[config.mk]
export PLATFORM = sky130hd
export DESIGN_NAME = distance_vector_route_update
export DESIGN_NICKNAME = d
export VERILOG_FILES = /design/src/design/dvru_pkg.sv /design/src/design/dvru_front.sv /design/src/design/dvru_back.sv /design/src/design/distance_vector_route_update.sv
export VERILOG_INCLUDE_DIRS = /design/src /design/src/design
export SDC_FILE = /design/constraint.sdc
export NUM_CORES = 2
export LEC_CHECK = 0
export BUFFER_PORTS_ARGS = -buffer_cell sky130_fd_sc_hd__buf_2
export CAP_MARGIN = 20
export CORE_UTILIZATION = 45
export DETAILED_ROUTE_END_ITERATION = 6
export HOLD_SLACK_MARGIN = 0.08
export PLACE_DENSITY = 0.68
export SLEW_MARGIN = 20
export SYNTH_ARGS = -nofsm -noshare
export SYNTH_HDL_FRONTEND = slang
export SYNTH_SLANG_ARGS = --single-unit
[constraint.sdc]
create_clock -name aclk -period 13.4 [get_ports aclk]
set_clock_uncertainty 0.2 [all_clocks]
set_input_delay 1.34 -clock aclk [delete_from_list [all_inputs] [get_ports aclk]]
set_output_delay 1.34 -clock aclk [all_outputs]
set_load 0.02 [all_outputs]
[src/design/distance_vector_route_update_macros.svh]
// assertion helpers for the route update block
// the checks assume the enclosing module has aclk and aresetn
`ifndef DISTANCE_VECTOR_ROUTE_UPDATE_MACROS_SVH
`define DISTANCE_VECTOR_ROUTE_UPDATE_MACROS_SVH

`ifndef SYNTHESIS

// same-cycle implication
`define DVRU_ASSERT_IMPL(label, ante, cons) \
    label: assert property (@(posedge aclk) disable iff (!aresetn) (ante) |-> (cons)) \
        else $error("dvru: same-cycle check failed");

// next-cycle implication
`define DVRU_ASSERT_NEXT(label, ante, cons) \
    label: assert property (@(posedge aclk) disable iff (!aresetn) (ante) |=> (cons)) \
        else $error("dvru: next-cycle check failed");

`else

`define DVRU_ASSERT_IMPL(label, ante, cons)

`define DVRU_ASSERT_NEXT(label, ante, cons)

`endif

`endif

[src/design/dvru_pkg.sv]
package dvru_pkg;

    // field widths
    localparam int ID_W        = 6;
    localparam int COST_W      = 8;
    localparam int IN_TDATA_W  = 40;
    localparam int OUT_TDATA_W = 16;
    localparam int CFG_INDEX_W = 1;
    localparam int CFG_DATA_W  = 8;
    localparam int QUEUE_DEPTH = 2;

    // configuration register indexes
    localparam logic [CFG_INDEX_W-1:0] REG_OWN_ROUTER_ID    = 1'd0;
    localparam logic [CFG_INDEX_W-1:0] REG_UNREACHABLE_COST = 1'd1;

    // request modes
    localparam logic MODE_LINK_WRITE = 1'b0;
    localparam logic MODE_ADVERTISE  = 1'b1;

    typedef struct packed {
        logic [ID_W-1:0]   own_router_id;
        logic [COST_W-1:0] unreachable_cost;
    } cfg_t;

    // classified request as it sits in the queue
    typedef struct packed {
        logic              mode;
        logic [ID_W-1:0]   neighbour;
        logic [ID_W-1:0]   destination;
        logic [COST_W-1:0] reported_cost;
        logic [COST_W-1:0] in_link_cost;
        logic [COST_W-1:0] out_link_cost;
        logic              n_ok;
        logic              d_ok;
        logic              own_involved;
        logic              same_node;
    } item_t;

    // result, updated in the lowest bit
    typedef struct packed {
        logic              neighbour_age_out;
        logic [ID_W-1:0]   next_hop_out;
        logic [COST_W-1:0] route_cost_out;
        logic              updated;
    } result_t;

endpackage

[src/design/dvru_front.sv]
module dvru_front
    import dvru_pkg::*;
#(
    parameter int ROUTER_COUNT = 64
) (
    input  logic                  aclk,
    input  logic                  aresetn,
    input  cfg_t                  cfg,
    input  logic                  s_tvalid,
    output logic                  s_tready,
    input  logic [IN_TDATA_W-1:0] s_tdata,
    input  logic                  s_tuser,
    output logic                  q_valid,
    input  logic                  q_ready,
    output item_t                 q_item
);

    localparam int QW = $clog2(QUEUE_DEPTH);

    item_t          item_in;
    item_t          q_mem_reg [QUEUE_DEPTH];
    logic [QW-1:0]  wr_ptr_reg, wr_ptr_next;
    logic [QW-1:0]  rd_ptr_reg, rd_ptr_next;
    logic [QW:0]    count_reg, count_next;
    logic           push, pop;

    // unpack and classify the incoming request
    always_comb begin
        item_in.mode          = s_tuser;
        item_in.neighbour     = s_tdata[5:0];
        item_in.destination   = s_tdata[11:6];
        item_in.reported_cost = s_tdata[19:12];
        item_in.in_link_cost  = s_tdata[27:20];
        item_in.out_link_cost = s_tdata[35:28];
        item_in.n_ok          = 32'(s_tdata[5:0]) < ROUTER_COUNT;
        item_in.d_ok          = 32'(s_tdata[11:6]) < ROUTER_COUNT;
        item_in.own_involved  = (s_tdata[5:0] == cfg.own_router_id)
                             || (s_tdata[11:6] == cfg.own_router_id);
        item_in.same_node     = s_tdata[5:0] == s_tdata[11:6];
    end

    // queue handshake
    assign s_tready = count_reg < (QW+1)'(QUEUE_DEPTH);
    assign q_valid  = count_reg != '0;
    assign q_item   = q_mem_reg[rd_ptr_reg];
    assign push     = s_tvalid && s_tready;
    assign pop      = q_valid && q_ready;

    // pointer and fill count update
    always_comb begin
        wr_ptr_next = push ? wr_ptr_reg + 1'b1 : wr_ptr_reg;
        rd_ptr_next = pop ? rd_ptr_reg + 1'b1 : rd_ptr_reg;
        count_next  = count_reg;
        if (push && !pop) begin
            count_next = count_reg + 1'b1;
        end else if (pop && !push) begin
            count_next = count_reg - 1'b1;
        end
    end

    always_ff @(posedge aclk) begin
        if (!aresetn) begin
            wr_ptr_reg <= '0;
            rd_ptr_reg <= '0;
            count_reg  <= '0;
        end else begin
            wr_ptr_reg <= wr_ptr_next;
            rd_ptr_reg <= rd_ptr_next;
            count_reg  <= count_next;
        end
    end

    // queue storage
    always_ff @(posedge aclk) begin
        if (push) begin
            q_mem_reg[wr_ptr_reg] <= item_in;
        end
    end

endmodule

[src/design/dvru_back.sv]
module dvru_back
    import dvru_pkg::*;
#(
    parameter int ROUTER_COUNT = 64
) (
    input  logic    aclk,
    input  logic    aresetn,
    input  cfg_t    cfg,
    input  logic    q_valid,
    output logic    q_ready,
    input  item_t   q_item,
    output logic    m_valid,
    input  logic    m_ready,
    output result_t m_result
);

`include "distance_vector_route_update_macros.svh"

    localparam int AW = $clog2(ROUTER_COUNT);

    localparam logic [1:0] ST_IDLE = 2'd0;
    localparam logic [1:0] ST_HOP  = 2'd1;
    localparam logic [1:0] ST_EXEC = 2'd2;

    logic [1:0]        state_reg, state_next;
    item_t             item_reg;

    // route and link tables
    logic [COST_W-1:0] rt_cost_mem [ROUTER_COUNT];
    logic [ID_W-1:0]   rt_hop_mem  [ROUTER_COUNT];
    logic [COST_W-1:0] lk_in_mem   [ROUTER_COUNT];
    logic [COST_W-1:0] lk_out_mem  [ROUTER_COUNT];
    logic [ROUTER_COUNT-1:0] rt_valid_reg;
    logic [ROUTER_COUNT-1:0] lk_valid_reg;
    logic [ROUTER_COUNT-1:0] age_reg;

    logic [COST_W-1:0] rt_cost_rd;
    logic [ID_W-1:0]   rt_hop_rd;
    logic [COST_W-1:0] lk_in_rd, lk_out_rd;
    logic [COST_W-1:0] lk_n_in_reg, lk_n_out_reg;

    logic [AW-1:0]     rt_raddr, lk_raddr, d_addr, n_addr;
    logic              rt_re, lk_re;

    logic [COST_W-1:0] lc;
    logic [COST_W:0]   sum;
    logic [COST_W-1:0] newc;
    logic              down_n, down_hop, act, take, commit, out_free;
    logic              rt_we, lk_we, age_we, age_wdata;

    logic              m_valid_reg;
    result_t           m_result_reg, result;

    // read addresses: route and neighbour link first, then next hop link
    assign rt_re    = (state_reg == ST_IDLE) && q_valid;
    assign lk_re    = rt_re || (state_reg == ST_HOP);
    assign rt_raddr = AW'(q_item.destination);
    assign lk_raddr = (state_reg == ST_IDLE) ? AW'(q_item.neighbour) : AW'(rt_hop_rd);
    assign d_addr   = AW'(item_reg.destination);
    assign n_addr   = AW'(item_reg.neighbour);
    assign q_ready  = state_reg == ST_IDLE;

    // sequencer
    always_comb begin
        state_next = state_reg;
        case (state_reg)
            ST_IDLE: begin
                if (q_valid) begin
                    state_next = ST_HOP;
                end
            end
            ST_HOP: begin
                state_next = ST_EXEC;
            end
            ST_EXEC: begin
                if (out_free) begin
                    state_next = ST_IDLE;
                end
            end
            default: begin
                state_next = ST_IDLE;
            end
        endcase
    end

    always_ff @(posedge aclk) begin
        if (!aresetn) begin
            state_reg <= ST_IDLE;
        end else begin
            state_reg <= state_next;
        end
    end

    // request capture and neighbour link hold
    always_ff @(posedge aclk) begin
        if (rt_re) begin
            item_reg <= q_item;
        end
        if (state_reg == ST_HOP) begin
            lk_n_in_reg  <= lk_in_rd;
            lk_n_out_reg <= lk_out_rd;
        end
    end

    // table memories, registered reads, entries not yet written read as zero
    always_ff @(posedge aclk) begin
        if (rt_re) begin
            rt_cost_rd <= rt_valid_reg[rt_raddr] ? rt_cost_mem[rt_raddr] : '0;
            rt_hop_rd  <= rt_valid_reg[rt_raddr] ? rt_hop_mem[rt_raddr] : '0;
        end
        if (lk_re) begin
            lk_in_rd  <= lk_valid_reg[lk_raddr] ? lk_in_mem[lk_raddr] : '0;
            lk_out_rd <= lk_valid_reg[lk_raddr] ? lk_out_mem[lk_raddr] : '0;
        end
        if (rt_we) begin
            rt_cost_mem[d_addr] <= newc;
            rt_hop_mem[d_addr]  <= item_reg.neighbour;
        end
        if (lk_we) begin
            lk_in_mem[n_addr]  <= item_reg.in_link_cost;
            lk_out_mem[n_addr] <= item_reg.out_link_cost;
        end
    end

    // per-entry valid bits and age bits
    always_ff @(posedge aclk) begin
        if (!aresetn) begin
            rt_valid_reg <= '0;
            lk_valid_reg <= '0;
            age_reg      <= '0;
        end else begin
            if (rt_we) begin
                rt_valid_reg[d_addr] <= 1'b1;
            end
            if (lk_we) begin
                lk_valid_reg[n_addr] <= 1'b1;
            end
            if (age_we) begin
                age_reg[n_addr] <= age_wdata;
            end
        end
    end

    // route decision
    always_comb begin
        lc       = (lk_n_in_reg > lk_n_out_reg) ? lk_n_in_reg : lk_n_out_reg;
        sum      = {1'b0, item_reg.reported_cost} + {1'b0, lc};
        if (item_reg.same_node) begin
            newc = lc;
        end else begin
            newc = sum[COST_W] ? {COST_W{1'b1}} : sum[COST_W-1:0];
        end
        down_n   = (lk_n_in_reg == cfg.unreachable_cost)
                || (lk_n_out_reg == cfg.unreachable_cost);
        down_hop = (lk_in_rd == cfg.unreachable_cost)
                || (lk_out_rd == cfg.unreachable_cost);
        act      = (item_reg.mode == MODE_ADVERTISE) && item_reg.n_ok && item_reg.d_ok
                && !item_reg.own_involved;
        take     = act && !down_n && (down_hop || (rt_cost_rd == '0) || (newc < rt_cost_rd));
    end

    // commit writes together with the result
    assign out_free  = !m_valid_reg || m_ready;
    assign commit    = (state_reg == ST_EXEC) && out_free;
    assign rt_we     = commit && take;
    assign lk_we     = commit && (item_reg.mode == MODE_LINK_WRITE) && item_reg.n_ok;
    assign age_we    = commit && (take || (act && down_n));
    assign age_wdata = take;

    // result fields after the step
    always_comb begin
        result.updated = take;
        if (take) begin
            result.route_cost_out = newc;
            result.next_hop_out   = item_reg.neighbour;
        end else if (item_reg.d_ok) begin
            result.route_cost_out = rt_cost_rd;
            result.next_hop_out   = rt_hop_rd;
        end else begin
            result.route_cost_out = '0;
            result.next_hop_out   = '0;
        end
        if (!item_reg.n_ok) begin
            result.neighbour_age_out = 1'b0;
        end else if (take) begin
            result.neighbour_age_out = 1'b1;
        end else if (act && down_n) begin
            result.neighbour_age_out = 1'b0;
        end else begin
            result.neighbour_age_out = age_reg[n_addr];
        end
    end

    // output register
    always_ff @(posedge aclk) begin
        if (!aresetn) begin
            m_valid_reg <= 1'b0;
        end else if (commit) begin
            m_valid_reg <= 1'b1;
        end else if (m_ready) begin
            m_valid_reg <= 1'b0;
        end
    end

    always_ff @(posedge aclk) begin
        if (commit) begin
            m_result_reg <= result;
        end
    end

    assign m_valid  = m_valid_reg;
    assign m_result = m_result_reg;

    // checks
    `DVRU_ASSERT_NEXT(a_pop_starts_read, (state_reg == ST_IDLE) && q_valid, state_reg == ST_HOP)
    `DVRU_ASSERT_NEXT(a_hop_then_exec, state_reg == ST_HOP, state_reg == ST_EXEC)
    `DVRU_ASSERT_NEXT(a_stall_holds_exec, (state_reg == ST_EXEC) && m_valid_reg && !m_ready, state_reg == ST_EXEC)
    `DVRU_ASSERT_IMPL(a_update_sets_age, m_valid_reg && m_result_reg.updated, m_result_reg.neighbour_age_out)

endmodule

[src/design/distance_vector_route_update.sv]
// Distance-vector route table update. Each request is either a link write
// (tuser 0: store the incoming and outgoing cost of one neighbour) or an
// advertisement (tuser 1: neighbour N reports cost C to destination D), and
// every request returns exactly one result with the route of D and the age
// bit of N after the step. Requests enter a two-deep queue, so the input keeps
// accepting while a result waits on the output. In the table engine the route
// entry of D and the link of N are read first, then the link of the current
// next hop through the same link table port, and a last step decides, writes
// back and loads the output register, waiting until the output is free.
// All tables read as zero after reset through per-entry
// valid bits, so there is no clearing pass. Configuration (own_router_id,
// unreachable_cost) should be written only while no request is in flight.
module distance_vector_route_update
    import dvru_pkg::*;
#(
    parameter int ROUTER_COUNT = 64
) (
    input  logic                   aclk,
    input  logic                   aresetn,
    // neighbour, destination, reported_cost, in_link_cost, out_link_cost, zero pad
    input  logic [IN_TDATA_W-1:0]  s_tdata,
    // mode
    input  logic                   s_tuser,
    input  logic                   s_tvalid,
    output logic                   s_tready,
    // updated, route_cost_out, next_hop_out, neighbour_age_out
    output logic [OUT_TDATA_W-1:0] m_tdata,
    output logic                   m_tvalid,
    input  logic                   m_tready,
    input  logic                   cfg_wr_en,
    input  logic [CFG_INDEX_W-1:0] cfg_index,
    input  logic [CFG_DATA_W-1:0]  cfg_data
);

    cfg_t    cfg_reg;
    logic    q_valid, q_ready;
    item_t   q_item;
    result_t m_result;

    // configuration registers
    always_ff @(posedge aclk) begin
        if (!aresetn) begin
            cfg_reg.own_router_id    <= '0;
            cfg_reg.unreachable_cost <= {COST_W{1'b1}};
        end else if (cfg_wr_en) begin
            case (cfg_index)
                REG_OWN_ROUTER_ID:    cfg_reg.own_router_id    <= cfg_data[ID_W-1:0];
                REG_UNREACHABLE_COST: cfg_reg.unreachable_cost <= cfg_data[COST_W-1:0];
                default: ;
            endcase
        end
    end

    // request intake and queue
    dvru_front #(
        .ROUTER_COUNT (ROUTER_COUNT)
    ) u_front (
        .aclk     (aclk),
        .aresetn  (aresetn),
        .cfg      (cfg_reg),
        .s_tvalid (s_tvalid),
        .s_tready (s_tready),
        .s_tdata  (s_tdata),
        .s_tuser  (s_tuser),
        .q_valid  (q_valid),
        .q_ready  (q_ready),
        .q_item   (q_item)
    );

    // table engine and output register
    dvru_back #(
        .ROUTER_COUNT (ROUTER_COUNT)
    ) u_back (
        .aclk     (aclk),
        .aresetn  (aresetn),
        .cfg      (cfg_reg),
        .q_valid  (q_valid),
        .q_ready  (q_ready),
        .q_item   (q_item),
        .m_valid  (m_tvalid),
        .m_ready  (m_tready),
        .m_result (m_result)
    );

    assign m_tdata = m_result;

endmodule

* After elaboration in Yosys (flattened, before gate mapping)
Memories as Yosys holds them, arrays and structs flattened. A register that Yosys moved wholly into a read port is not among the register bits.
Cells that the tools add are included.
Widths: inputs -> output; s select.
** Storage, ports and cells
- Input port bits :: 55
- Output and inout port bits :: 18
- Logic and storage cells :: 136
- Bits in registers :: 286
- Memories :: 5
- Memory bits (writable) :: 1998
** Cells by class
- Eq/ne operators :: 11
- Reductions and logical operators :: 42
- Bitwise logic cells :: 4
- $add $sub $neg :: 5
- Order comparisons :: 9
- Multiplexer cells :: 34
** Memory list
- u_back.lk_in_mem :: words 64, width 8, rd ports 1, clocked after Yosys merged registers in 1, write ports 1, line dvru_back.sv:31 : logic [COST_W-1:0] lk_in_mem [ROUTER_COUNT];
- u_back.lk_out_mem :: words 64, width 8, rd ports 1, clocked after Yosys merged registers in 1, write ports 1, line dvru_back.sv:32 : logic [COST_W-1:0] lk_out_mem [ROUTER_COUNT];
- u_back.rt_cost_mem :: words 64, width 8, rd ports 1, clocked after Yosys merged registers in 1, write ports 1, line dvru_back.sv:29 : logic [COST_W-1:0] rt_cost_mem [ROUTER_COUNT];
- u_back.rt_hop_mem :: words 64, width 6, rd ports 1, clocked after Yosys merged registers in 1, write ports 1, line dvru_back.sv:30 : logic [ID_W-1:0] rt_hop_mem [ROUTER_COUNT];
- u_front.q_mem_reg :: words 2, width 39, rd ports 1, clocked after Yosys merged registers in 1, write ports 1, line dvru_front.sv:21 : item_t q_mem_reg [QUEUE_DEPTH];
** Operators with widths (count)
- $or 64x64->64 :: 2
- $bwmux 64 :: 1
- $eq 8x8->1 :: 4
- $lt 6x7->1 const B :: 4
- $mux 14 :: 2
- $mux 8 :: 3
- $bmux 1 s6 :: 3
- $eq 6x6->1 :: 3
- $logic_and 1x1->1 :: 17
- $mux 1 :: 17
- $demux 1 s6 :: 2
- $ge 6x1->1 const B :: 2
- $add 8x8->9 :: 1
- $logic_not 1->1 :: 9
- $gt 8x8->1 :: 1
- $logic_not 8->1 :: 1
- $logic_or 1x1->1 :: 8
- $lt 8x8->1 :: 1
- $mux 2 :: 4
- $mux 6 :: 1
- $pmux 2 s3 :: 1
- $reduce_and 2->1 :: 3
- $reduce_bool 2->1 :: 3
- $ne 2x1->1 const B :: 2
- 8 further kinds :: 10

* Depth between registers and ports, before layout
- Word-level depth :: 11
- Gate-level depth with buffers :: 24

* Cells and area by module
Synthesis repeated with hierarchy kept, for this count alone.
** Second synthesis, totals
- Cells, all modules :: 5587
- Area total of the unflattened synthesis :: 90858.4 µm²
** Modules (own cells, without submodules)
- dvru_back :: seq. area each 64652.0 µm², cells each 5351, instances 1, area an instance 86977.2 µm²
- dvru_front :: seq. area each 2442.3 µm², cells each 172, instances 1, area an instance 3249.4 µm²
- distance_vector_route_update :: seq. area each 280.3 µm², cells each 64, instances 1, area an instance 631.9 µm²

* Worst setup path before layout
Ideal clock, no wire load.
- Path kind :: reg2reg
- Start point :: reg u_back.lk_n_in_reg[1]
- End point :: mem u_back.rt_cost_mem[13][0], enable pin
- Path buffers :: 1
- Data arrival time :: 8109 ps
- Slack :: 4670 ps
- Cell stages (with the launch flop) :: 22
- Required time :: 12778 ps
- Clock period less this slack :: 8730 ps
- Cells stage by stage :: edfxtp_1 > ha_1 > nor2b_1 > o211ai_1 > a21oi_1 > o21ai_1 > mux2_2 > ha_1 > nor2b_1 > o21a_1 > a311o_1 > o32ai_1 > a22oi_1 > ha_1 > nor2b_1 > o21a_1 > o21ai_0 > nand2b_1 > o21ai_1 > nand2_1 > clkbuf_1 > nor4_1
** On the way
- Longest elaborated chain between the ends :: 11
- Elaborated cells between the ends (all ways) :: 15
- Classes of those cells :: 1 x add/sub; 2 x order compare; 1 x eq/ne; 5 x mux; 6 x reduce/logical
** RTL lines
- from (decl) :: line dvru_back.sv:40 : logic [COST_W-1:0] lk_n_in_reg, lk_n_out_reg;
- from (signal assigned) :: line dvru_back.sv:100 : lk_n_in_reg <= lk_in_rd;
- $gt 8x8->1 :: line dvru_back.sv:146 : lc = (lk_n_in_reg > lk_n_out_reg) ? lk_n_in_reg : lk_n_out_reg;
- $mux 8 * :: line dvru_back.sv:146
- $add 8x8->9 :: line dvru_back.sv:147 : sum = {1'b0, item_reg.reported_cost} + {1'b0, lc};
- $mux 8 :: line dvru_back.sv:151 : newc = sum[COST_W] ? {COST_W{1'b1}} : sum[COST_W-1:0];
- $mux 8 * :: line dvru_back.sv:148 : if (item_reg.same_node) begin
- named net u_back.newc[1] :: line dvru_back.sv:47 : logic [COST_W-1:0] newc;
- $lt 8x8->1 * :: line dvru_back.sv:159 : take = act && !down_n && (down_hop || (rt_cost_rd == '0) || (newc < rt_cost_rd));
- $logic_or 1x1->1 * :: line dvru_back.sv:159
- $logic_and 1x1->1 * :: line dvru_back.sv:159
- $logic_and 1x1->1 * :: line dvru_back.sv:165 : assign rt_we = commit && take;
- $mux 1 * :: line dvru_back.sv:115 : if (rt_we) begin
- $mux 1 (implied by the code) * :: line dvru_back.sv:116 : rt_cost_mem[d_addr] <= newc;
- to (decl) :: line dvru_back.sv:29
The timed path passes the listed nets; every way through them passes the cells marked *.

* Worst setup path in the final report
- Start point :: reg u_back.lk_n_out_reg[1]
- End point :: mem u_back.rt_cost_mem[53][7], enable pin
** On the way
- Longest elaborated chain between the ends :: 11
- Elaborated cells between the ends (all ways) :: 15
- Classes of those cells :: 1 x add/sub; 2 x order compare; 1 x eq/ne; 5 x mux; 6 x reduce/logical
** RTL lines
- from (decl) :: line dvru_back.sv:40
- from (signal assigned) :: line dvru_back.sv:101 : lk_n_out_reg <= lk_out_rd;
- $gt 8x8->1 :: line dvru_back.sv:146
- $mux 8 * :: line dvru_back.sv:146
- $add 8x8->9 :: line dvru_back.sv:147
- $mux 8 :: line dvru_back.sv:151
- $mux 8 * :: line dvru_back.sv:148
- named net u_back.newc[5] :: line dvru_back.sv:47
- $lt 8x8->1 * :: line dvru_back.sv:159
- $logic_or 1x1->1 * :: line dvru_back.sv:159
- $logic_and 1x1->1 * :: line dvru_back.sv:159
- $logic_and 1x1->1 * :: line dvru_back.sv:165
- $mux 1 * :: line dvru_back.sv:115
- $mux 1 (implied by the code) * :: line dvru_back.sv:116
Marks and branches as above.

==> impl_metrics.json <==
{
  "path_clk_slew_ps": 60,
  "coreArea_sq_mm": 0.208,
  "cts_buffers": 222,
  "tightest_slew_ps": 1110,
  "holdCritStartpoint": "u_back.rt_valid_reg[33]",
  "startpoint": "u_back.lk_n_out_reg[1]",
  "fill_cells": 17061,
  "fmax_mhz": 117,
  "grt_max_degree": 176,
  "numPortBuffers": 68,
  "yosysUniqueCellTypes": 71,
  "ios": 73,
  "viasPerCell": 5.97,
  "critPathCaptureType": "register",
  "r2r-start": "u_back.lk_n_out_reg[1]",
  "area_delta_synth_final_pct": 12.0,
  "layout-drive-gt1-share": 0.161,
  "min_period_ps": 8530,
  "synth_top_area_share": 0.668,
  "route.final.wire_length_um": 244000,
  "cts.sinks": 2313,
  "synth-main-ff-cell": "edfxtp_1",
  "htreeDepth": 4,
  "avgSynthCellArea_sq_um": 14.9,
  "cts_root_buffer": "clkbuf_16",
  "p_leak_nw": 35.3,
  "start_util": 0.454,
  "clockBufferDepth": 3,
  "vias": 55813,
  "synth.most_common_cell": "edfxtp_1",
  "irDropWorstVdd_mv": 0.443,
  "dr.pass1.iters": 7,
  "yosys_warnings": 0,
  "rsz0062_at_grt": "no",
  "die_area_sq_mm": 0.211,
  "post-synth-top-area-cell": "edfxtp_1",
  "std_cell_rows": 167,
  "hold_viol": 0,
  "setup_violations": 0,
  "drc": 1,
  "syn_nets": 6415,
  "drt_iter0_drc": 6356,
  "cp_data_required_time_ps": 13670,
  "cap_violations": 0,
  "wl_per_cell_um": 26.1,
  "fin_ws_ps": 4870,
  "ys_seq_elements": 2313,
  "worstSetupStartpointType": "register",
  "synthTopCellsByArea": "edfxtp_1 67%, dfxtp_1 4.5%, mux4_2 4.3%, o211ai_1 3.4%, nand3_1 3.1%",
  "ff2ff_path_depth": 23,
  "max_slew_margin": 0.251,
  "preCtsSetupSlack_ps": 4980,
  "hold_end": "u_back.rt_valid_reg[33]",
  "dp_hpwl_um": 142000,
  "worst-path-max-fanout": 66,
  "dieWidth_um": 460,
  "cts_resized": 0,
  "synth_edf_count": 2099,
  "clock_latency_ps": 870,
  "grt_overflow_total": 0,
  "die_h_um": 460,
  "netlist_area_sq_mm": 0.0943,
  "violations": "design-rule violations",
  "slew_violations": 0,
  "grt_usage": 0.228,
  "rrSetupSlack_ps": 4870,
  "grt_pass1_vias": 54218,
  "post_cts_buffers": 0,
  "hold_path_depth": 2,
  "drtAntennaViolNets": 0,
  "cts_tree": "yes",
  "hold_buffers": 0,
  "r2r-end": "u_back.rt_cost_mem[53][7]",
  "synthTopCellsByCount": "2099 x edfxtp_1, 765 x nand2_1, 592 x nand3_1",
  "outcome": "finished, violations left",
  "powerDensity_mw_per_mm2": 229,
  "synthArstFlopShare": 0,
  "largestRegisters": "u_back.lk_in_mem (512), u_back.lk_out_mem (512), u_back.rt_cost_mem (512)",
  "ys_seq_area_frac": 0.714,
  "setup_tns_ps": 0,
  "crit_type": "reg -> reg",
  "synthCells": 6335,
  "antenna_found_initial": 5,
  "fin_nets": 6444,
  "gp_congestion": 0.954,
  "min_path_type": "reg -> reg",
  "fin_crit_sh": 0.636,
  "grt_pass1_wl_um": 358000,
  "worst_ep_arrival_time_ps": 8800
}
placed cells by master, fill, tap and decap left out, types with 25 or more instances in the layout:
master     Yosys  routed
a21oi_1      101     101
a22oi_1       63      61
a31oi_1       88      88
and2_1        48      46
and3_1        33      33
buf_2         89      67
buf_4         20     193
clkbuf_1     313      43
clkbuf_16      0     224
clkinv_1       1      59
clkinv_2       0      42
dfxtp_1      214     213
edfxtp_1    2099    2099
inv_1        181     178
mux2_2       171     170
mux2i_1      234     230
mux4_2       179     179
nand2_1      765     764
nand3_1      592     592
nand4_1       26      26
nor2_1       103     101
nor3_2         0      27
nor3_4         0      35
o211a_1       42      42
o211ai_1     424     424
o21a_1        68      67
o31ai_1       25      25
o41ai_1       40      40
xnor2_1       33      33
xor2_1        26      26
per-layer routing:
layer,vias up,share of wire,track usage
met5,-,0.000053,0
met4,2,0.052,0.111
met3,484,0.081,0.0362
met2,2563,0.47,0.365
met1,28148,0.39,0.303
li1,24616,-,-
critical path: stages, from the launching register on:
cell and delay, ps:
edfxtp_1 400, inv_1 60, ha_1 300, nor2b_1 140, o211ai_1 210, a21oi_1 120, o21ai_1 620, mux2_2 460
ha_1 320, nor2b_1 140, o21a_1 180, a311o_1 440, o32ai_2 580, a22oi_2 80, buf_4 400, ha_1 440
a21oi_1 150, o21ai_0 150, o211a_1 280, o2111ai_2 70, buf_4 360, nand2_4 320, buf_4 480, nor3_2 1010
cells by family (layout without fill, tap and decap cells):
kind of cell	Yosys count	count (layout)	synth area share
other	0	3	0
XOR/XNOR	59	59	0.00548
AO/OA/AOI/OAI	977	977	0.0769
buffers and inverters	649	867	0.0287
adder cells (fa/ha/maj)	25	25	0.00340
flip-flops	2313	2313	0.714
multiplexers	587	587	0.0884
AND/OR/NAND/NOR	1725	1725	0.0834
cell type report:
class | count | area [sq um] | share of cell area
flip-flops and latches | 2313 | 67300 | 0.637
multi-input cells | 3373 | 25200 | 0.239
clock buffers | 280 | 5940 | 0.0562
well taps | 2788 | 3490 | 0.0330
repair buffers | 271 | 1970 | 0.0186
clock inverters | 133 | 1020 | 0.00965
inverters | 183 | 699 | 0.00662
diodes | 3 | 7.51 | 0.0000711
metrics by stage:
step	hold slack, ps	total power, mW	utilization	instance area, sq um	cells
finish	251	24.2	0.509	106000	9344
global route	274	25.0	0.509	106000	9343
CTS	250	24.1	0.507	105000	9336
detailed placement	233	18.1	0.474	98400	8923
global placement	228	18.0	0.474	98400	8921
floorplan	219	14.7	-	94300	6335
worst max-delay path by stage:
stage / end / slack (ps) / depth (start not counted)
2_1_floorplan: u_back.rt_cost_mem[13][0] / 4670 / 21
3_3_place_gp: u_back.rt_hop_mem[0][4] / 5020 / 24
3_5_place_dp: u_back.rt_hop_mem[46][2] / 4980 / 23
4_1_cts: u_back.rt_cost_mem[46][6] / 4930 / 24
5_1_grt: u_back.rt_cost_mem[53][7] / 4460 / 23
6_report: u_back.rt_cost_mem[53][7] / 4870 / 23
power breakdown:
part           switching (mW)  total [mW]  internal [mW]
Combinational            6.38        8.52           2.15
Clock                    2.70        5.99           3.29
Sequential              0.175        9.66           9.48
No activity file was read; power rests on OpenSTA's default activity.
